--- config.mk ---
export PLATFORM = sky130hd
export DESIGN_NAME = sqmm_mac
export DESIGN_NICKNAME = d
export VERILOG_FILES = /design/src/hdl/sqmm_pkg.sv /design/src/hdl/sqmm_mac.sv
export SDC_FILE = /design/constraint.sdc
export NUM_CORES = 1
export LEC_CHECK = 0
export CAP_MARGIN = 10
export CORE_ASPECT_RATIO = 0.9
export CORE_MARGIN = 10
export CORE_UTILIZATION = 35
export CTS_CLUSTER_SIZE = 40
export DETAILED_ROUTE_END_ITERATION = 8
export DONT_BUFFER_PORTS = 1
export GPL_ROUTABILITY_DRIVEN = 0
export GPL_TIMING_DRIVEN = 0
export PLACE_DENSITY_LB_ADDON = 0.08
export SYNTH_ARGS = -nofsm -noshare
export SYNTH_HDL_FRONTEND = slang
export SYNTH_SLANG_ARGS = --single-unit
--- constraint.sdc ---
create_clock -name clk -period 16.2 [get_ports clk]
set_clock_uncertainty 0.15 [all_clocks]
set_input_delay 1.62 -clock clk [delete_from_list [all_inputs] [get_ports clk]]
set_output_delay 1.62 -clock clk [all_outputs]
set_load 0.005 [all_outputs]
--- src/hdl/sqmm_pkg.sv ---
// Shared types and constants for the square matrix multiply engine.
package sqmm_pkg;

  localparam int unsigned SUM_W      = 40;
  localparam int unsigned SIZE_W     = 5;
  localparam int unsigned IDX_W      = 4;
  localparam int unsigned VALUE_W    = 16;
  localparam logic [SIZE_W-1:0] SIZE_RESET = 5'd16;

  localparam logic [1:0] KIND_WR_A  = 2'd0;
  localparam logic [1:0] KIND_WR_B  = 2'd1;
  localparam logic [1:0] KIND_QUERY = 2'd2;

  typedef struct packed {
    logic [1:0]                kind;
    logic [IDX_W-1:0]          row;
    logic [IDX_W-1:0]          col;
    logic signed [VALUE_W-1:0] value;
  } in_item_t;

  typedef struct packed {
    logic [IDX_W-1:0]        row_res;
    logic [IDX_W-1:0]        col_res;
    logic signed [SUM_W-1:0] product_sum;
  } out_item_t;

  // Control from the sequencer to the multiply-accumulate datapath.
  typedef struct packed {
    logic clr;
    logic prod_en;
    logic acc_en;
    logic a_ok;
    logic b_ok;
  } mac_ctl_t;

  typedef enum logic [2:0] {
    ST_IDLE  = 3'b001,
    ST_RUN   = 3'b010,
    ST_DRAIN = 3'b100
  } state_t;

endpackage

--- src/hdl/sqmm_mac.sv ---
// Multiply-accumulate datapath: registered product, 40-bit wrapping accumulator.
module sqmm_mac #(
  parameter int unsigned ELEMENT_WIDTH = 16
) (
  input  logic                              clk,
  input  sqmm_pkg::mac_ctl_t                ctl,
  input  logic [ELEMENT_WIDTH-1:0]          a_data,
  input  logic [ELEMENT_WIDTH-1:0]          b_data,
  output logic signed [sqmm_pkg::SUM_W-1:0] acc
);

  localparam int unsigned PW = 2 * ELEMENT_WIDTH;
  localparam int unsigned XW = (PW > sqmm_pkg::SUM_W) ? PW : sqmm_pkg::SUM_W;

  logic signed [ELEMENT_WIDTH-1:0]   a_op;
  logic signed [ELEMENT_WIDTH-1:0]   b_op;
  logic signed [PW-1:0]              prod_r;
  logic signed [XW-1:0]              prod_ext;
  logic signed [sqmm_pkg::SUM_W-1:0] acc_r;

  // Elements outside the stored matrices count as zero.
  assign a_op     = ctl.a_ok ? $signed(a_data) : '0;
  assign b_op     = ctl.b_ok ? $signed(b_data) : '0;
  assign prod_ext = XW'(prod_r);

  always_ff @(posedge clk) begin
    if (ctl.prod_en) begin
      prod_r <= a_op * b_op;
    end
    if (ctl.clr) begin
      acc_r <= '0;
    end else if (ctl.acc_en) begin
      acc_r <= acc_r + prod_ext[sqmm_pkg::SUM_W-1:0];
    end
  end

  assign acc = acc_r;

endmodule

==> impl_metrics.ini, run 1 <==
[cells_and_area]
layout_common_cells = inv_1, fa_1, nor2_1
area_growth_pct = 7.05
drive_gt1_frac = 0.0189
final_common_cell = inv_1
final_area_mm2 = 0.0153
utilization = 0.378
fin_nets = 2058
diodes = 0
stdcell_count = 2181

[grt]
grt_pass1_vias = 11271
grt_pass1_wl_mm = 65.0
antenna_found_initial = 0
grt.overflow.total = 0
grt_max_degree = 33
grtUsageTotal = 0.172

[status]
status = complete, no violations

[critical_path]
start_kind = input pin
cp_max_fo = 10
worstSetupPathType = in -> reg
cp.arrival_ns = 9.07
worstPathRequired_ns = 16.23
crit_path_end_kind = flop

[placed_design]
placed_area_mm2 = 0.0150
io_buffers = 0
dp_slack_ns = 6.82
dp_hpwl_mm = 36.0
dp.cells = 2165

[logic_synthesis]
yosysTopAreaCell = fa_1
yosysWarnings = 0
ys_seq_elements = 72
synth_area_mm2 = 0.0143
synth_edf_count = 32
syn_area_per_cell_um2 = 8.81
synthTopCellsByArea = fa_1, ha_1, inv_1
synth.top_cell.area_share = 0.368
ys_async_sr_fraction = 0
synth_flop_cell = dfxtp_1
syn_inst = 1624
synth_fp_nets = 2046
netlist-cell-type-count = 66
ys_seq_area_frac = 0.123

[die]
start_util = 0.353
die_w_um = 233
rows = 70
io_pins = 78
core_mm2 = 0.0406
dieArea_mm2 = 0.0494
die_y_um = 212

[drt]
first_iter_violations = 709
vias = 11057
drc_errors = 0
wl_mm = 41.6
ant_nets = 0
vias_per_cell = 5.07
avgRoutedWirePerCell_um = 19.1
dr.pass1.iters = 5

[clocking]
clk_pin_slew_worst_paths_ns = 0.06
clockRootBuffer = clkbuf_16
cts_tree = yes
cts_sinks = 72
insertion_delay_ns = 0.35
htree_levels = 3
ctsResizeCount = 0
numCtsBuffers = 9
postCtsHoldBufs = 0
post_cts_buffers = 0
cts_max_path_buffers = 2

[timing]
setup_slack_ns = 7.16
report.final.setup_viol = 0
drv_slew = 0
finalHoldViolations = 0
tightest_slew_ns = 0.959
min_period_ns = 9.04
fin_crit_sh = 0.558
finalSetupTns_ns = 0
fin_hold_ws_ns = 0.358
clock.fmax_mhz = 111
grt_setup_unrepaired = no
relSlewSlack = 0.361

[run]
max-cap-violations = 0

[worst_hold_path]
hold_class = reg -> reg

[power_and_ir_drop]
power_mw = 1.94
peakVddDrop_mv = 0.0728
p_per_area_mw_per_mm2 = 126
cellLeakagePower_nw = 7.48
-- flip-flops by register name (all words and copies together) (netlist names) --
signal and count:
prod_r 32, acc 40
-- cells in the mapped netlist, drive strengths merged, types with 3 or more instances --
| cell type | number |
|---|---|
| a31oi | 7 |
| and4 | 3 |
| a21boi | 4 |
| o22ai | 6 |
| nor2 | 188 |
| mux2i | 19 |
| inv | 302 |
| nor3 | 17 |
| clkbuf | 52 |
| nand3 | 34 |
| buf | 6 |
| and3 | 9 |
| nand2b | 5 |
| dfxtp | 40 |
| a21o | 38 |
| nand4 | 6 |
| edfxtp | 32 |
| a41oi | 3 |
| xor2 | 16 |
| ha | 121 |
| fa | 263 |
| nor2b | 11 |
| nor3b | 4 |
| o21bai | 9 |
| or3 | 5 |
| o31ai | 5 |
| o21ai | 36 |
| or4 | 3 |
| a221oi | 5 |
| xnor2 | 35 |
| nand2 | 175 |
| o21a | 9 |
| and2 | 31 |
| a21oi | 71 |
| a211oi | 10 |
| a211o | 5 |
| nand3b | 3 |
| o2111ai | 3 |
| o211ai | 7 |
-- final cells by class --
class | instances | area, µm²
well taps | 540 | 676
inverters | 302 | 1130
clock buffers | 9 | 225
plain buffers | 58 | 234
fillers | 4228 | 25200
flip-flops and latches | 72 | 1760
multi-input cells | 1192 | 11200
clock inverters | 7 | 103
repair buffers | 1 | 5.00
-- report_power, final --
group	internal (mW)	total, mW	switching (mW)
Combinational	0.564	1.35	0.787
Sequential	0.290	0.363	0.0727
Clock	0.137	0.224	0.0871
-- critical path, cell delays in order --
cell      delay (ns)
clkbuf_1        0.55
nand2_1         0.42
clkbuf_1        0.39
nor2_1          0.25
fa_1            0.44
inv_1           0.08
fa_1            0.45
fa_1            0.52
inv_1           0.06
fa_1            0.54
fa_1            0.50
inv_1           0.05
fa_1            0.47
inv_1           0.04
ha_1            0.25
clkbuf_1        0.18
a21o_1          0.18
a21oi_1         0.14
o31ai_1         0.09
a221o_2         0.47
a41oi_2         0.28
o22ai_1         0.16
or4_4           0.44
a2111o_1        0.39
o211ai_2        0.10
-- path summary, 6_finish.rpt --
| path | slack [ns] | to | from | cells after the start |
|---|---|---|---|---|
| max | 7.16 | prod_r[31]$_DFFE_PP_ | ctl[0] | 25 |
| min | 0.36 | acc[28]$_SDFFE_PP0P_ | acc[28]$_SDFFE_PP0P_ | 2 |
| max reg2reg | 12.36 | acc[36]$_SDFFE_PP0P_ | acc[0]$_SDFFE_PP0P_ | 13 |
| min reg2reg | 0.36 | acc[28]$_SDFFE_PP0P_ | acc[28]$_SDFFE_PP0P_ | 2 |
-- layer usage --
| metal | wire length, µm | share of wire | track usage |
|---|---|---|---|
| met1 | 18800 | 0.45 | 0.235 |
| met4 | 359 | 0.0086 | 0.0221 |
| met3 | 1970 | 0.047 | 0.0261 |
| met5 | 0 | 0 | 0 |
| met2 | 20400 | 0.49 | 0.287 |
-- cell families after synthesis --
logic type      Yosys count  synth area share
compound gates          235             0.108
xor+xnor                 51            0.0312
fa+ha+maj               384             0.474
buf+inv                 360            0.0956
flops                    72             0.123
mux                      21            0.0149
simple gates            501             0.153
No activity file was read; power rests on OpenSTA's default activity.
==> inputs of run 2 (changes only) <==
- ABC_AREA: not set -> 1
- clock period: 16.2 -> 8.3 ns (I/O delays scaled with it)
==> impl_metrics.ini, run 2 <==
[status]
status = complete, no violations

[drt]
avgRoutedWirePerCell_um = 19.1
wl_mm = 50.4
first_iter_violations = 1015
drc_errors = 0
ant_nets = 0
vias = 13118
vias_per_cell = 4.99
dr.pass1.iters = 7

[power_and_ir_drop]
peakVddDrop_mv = 0.0920
cellLeakagePower_nw = 8.72
p_per_area_mw_per_mm2 = 236

[timing]
finalHoldViolations = 0
clock.fmax_mhz = 130
grt_setup_unrepaired = no
tightest_slew_ns = 0.844
fin_hold_ws_ns = 0.401
relSlewSlack = 0.437
finalSetupTns_ns = 0
report.final.setup_viol = 0
min_period_ns = 7.72
drv_slew = 0
fin_crit_sh = 0.930

[cells_and_area]
area_growth_pct = 6.33
drive_gt1_frac = 0.0308
largest_register_ffs = 40
n_fill_cell = 4638
fin_nets = 2493
multi_input_area_mm2 = 0.0118
final_common_cell = inv_1
layout_common_cells = inv_1, nand2_1, nor2_1
diodes = 0
seq_area_mm2 = 0.00176

[die]
io_pins = 78
core_mm2 = 0.0432
rows = 72
dieArea_mm2 = 0.0529
die_w_um = 241
die_y_um = 219
start_util = 0.357

[logic_synthesis]
netlist-cell-type-count = 43
muxShareOfSynthArea = 0
yosysMostFrequentCell = inv_1
synth_compound_area_frac = 0.0646
synth_xor_area_frac = 0.0290
ys_async_sr_fraction = 0
ys_seq_area_frac = 0.114
yosysWarnings = 0
yosysTopAreaCell = fa_1
syn_inst = 2060
synth_area_mm2 = 0.0154
syn_area_per_cell_um2 = 7.49
ys_seq_elements = 72
synth_flop_cell = dfxtp_1
netlist_top_cells_count = inv_1, nand2_1, nor2_1
synthTopCellsByArea = fa_1, inv_1, nand2_1
synthAdderAreaFrac = 0.439
synth.top_cell.area_share = 0.341
synth_simple_gate_area_frac = 0.231
synth_top_family_by_area = adder cells
synth_edf_count = 32
synth_fp_nets = 2482

[critical_path]
crit_path_end_kind = flop
cp_max_fo = 10
worstSetupPathType = in -> reg
cp.arrival_ns = 7.68
worstPathRequired_ns = 8.26
start_kind = input pin

[grt]
grt_pass1_wl_mm = 78.6
antenna_found_initial = 0
grtUsageTotal = 0.197
grt_pass1_vias = 13153
grtUsageMet2 = 0.295
busiest_layer = met2
grt.overflow.total = 0
met3_usage = 0.0480
grt_max_degree = 33
met1_usage = 0.288

[clocking]
clockRootBuffer = clkbuf_16
numCtsBuffers = 9
cts_max_path_buffers = 2
post_cts_buffers = 0
cts_sinks = 72
htree_levels = 3
clk_pin_slew_worst_paths_ns = 0.06
postCtsHoldBufs = 0
cts_tree = yes
insertion_delay_ns = 0.36
ctsResizeCount = 0

[worst_hold_path]
hold_class = reg -> reg

[run]
max-cap-violations = 0

[placed_design]
io_buffers = 0
dp_hpwl_mm = 43.8
## run 2: final cells by class
type / count / share of cell area
inverters: 467 / 0.107
well taps: 555 / 0.0423
clock inverters: 5 / 0.00236
multi-input cells: 1487 / 0.718
flip-flops and latches: 72 / 0.107
clock buffers: 11 / 0.0148
plain buffers: 34 / 0.00809
## run 2: path summary, 6_finish.rpt
check	cells after the start	slack, ns	start	to
max reg2reg	15	5.38	acc[0]$_SDFFE_PP0P_	acc[26]$_SDFFE_PP0P_
max	25	0.58	ctl[1]	prod_r[30]$_DFFE_PP_
min reg2reg	2	0.40	acc[39]$_SDFFE_PP0P_	acc[39]$_SDFFE_PP0P_
min	2	0.40	acc[39]$_SDFFE_PP0P_	acc[39]$_SDFFE_PP0P_
## run 2: cells by family (layout without fill, tap and decap cells)
logic type                 Yosys count  in the layout
DFF                                 72             72
and+or+nand+nor                    881            881
adders and majority gates          384            384
xor gates and xnor gates            51             51
AOI/OAI and AO/OA                  171            171
buffers and inverters              501            517
## run 2: routing by layer
metal	up-vias	share of wire
met5	-	0
met2	403	0.43
met4	0	0.0090
met1	6465	0.48
li1	6220	-
met3	30	0.081
## run 2: worst max-delay path, cell delays in order
cell	delay, ns
clkbuf_1	0.56
buf_2	0.32
nand2_1	0.40
inv_1	0.48
nand2_1	0.14
fa_1	0.54
fa_1	0.52
fa_1	0.51
inv_1	0.05
fa_1	0.49
fa_1	0.49
inv_1	0.05
fa_1	0.54
inv_1	0.06
ha_1	0.33
inv_1	0.11
o21bai_1	0.11
a31oi_1	0.29
nand2_1	0.12
a31oi_1	0.34
inv_1	0.09
nand3_1	0.12
nand2_1	0.06
nand2_1	0.05
nand2_1	0.04
## run 2: power breakdown
group,leakage (nW),total (mW),internal [mW],switching [mW]
logic,7.94,2.83,0.957,1.88
registers,0.644,0.663,0.545,0.119
clock network,0.137,0.374,0.213,0.161
total,8.72,3.87,1.71,2.16
## run 2: stage by stage
step / power, mW / instance area (µm²) / setup slack [ns] / std cells / util
after global placement: 3.48 / 16100 / 0.248 / 2615 / 0.373
final: 3.87 / 16400 / 0.578 / 2631 / 0.379
after detailed placement: 3.48 / 16100 / 0.269 / 2615 / 0.373
after floorplan: 2.67 / 15400 / 1.68 / 2060 / -
after global routing: 4.32 / 16400 / 0.197 / 2631 / 0.379
after CTS: 3.88 / 16400 / 0.618 / 2631 / 0.379
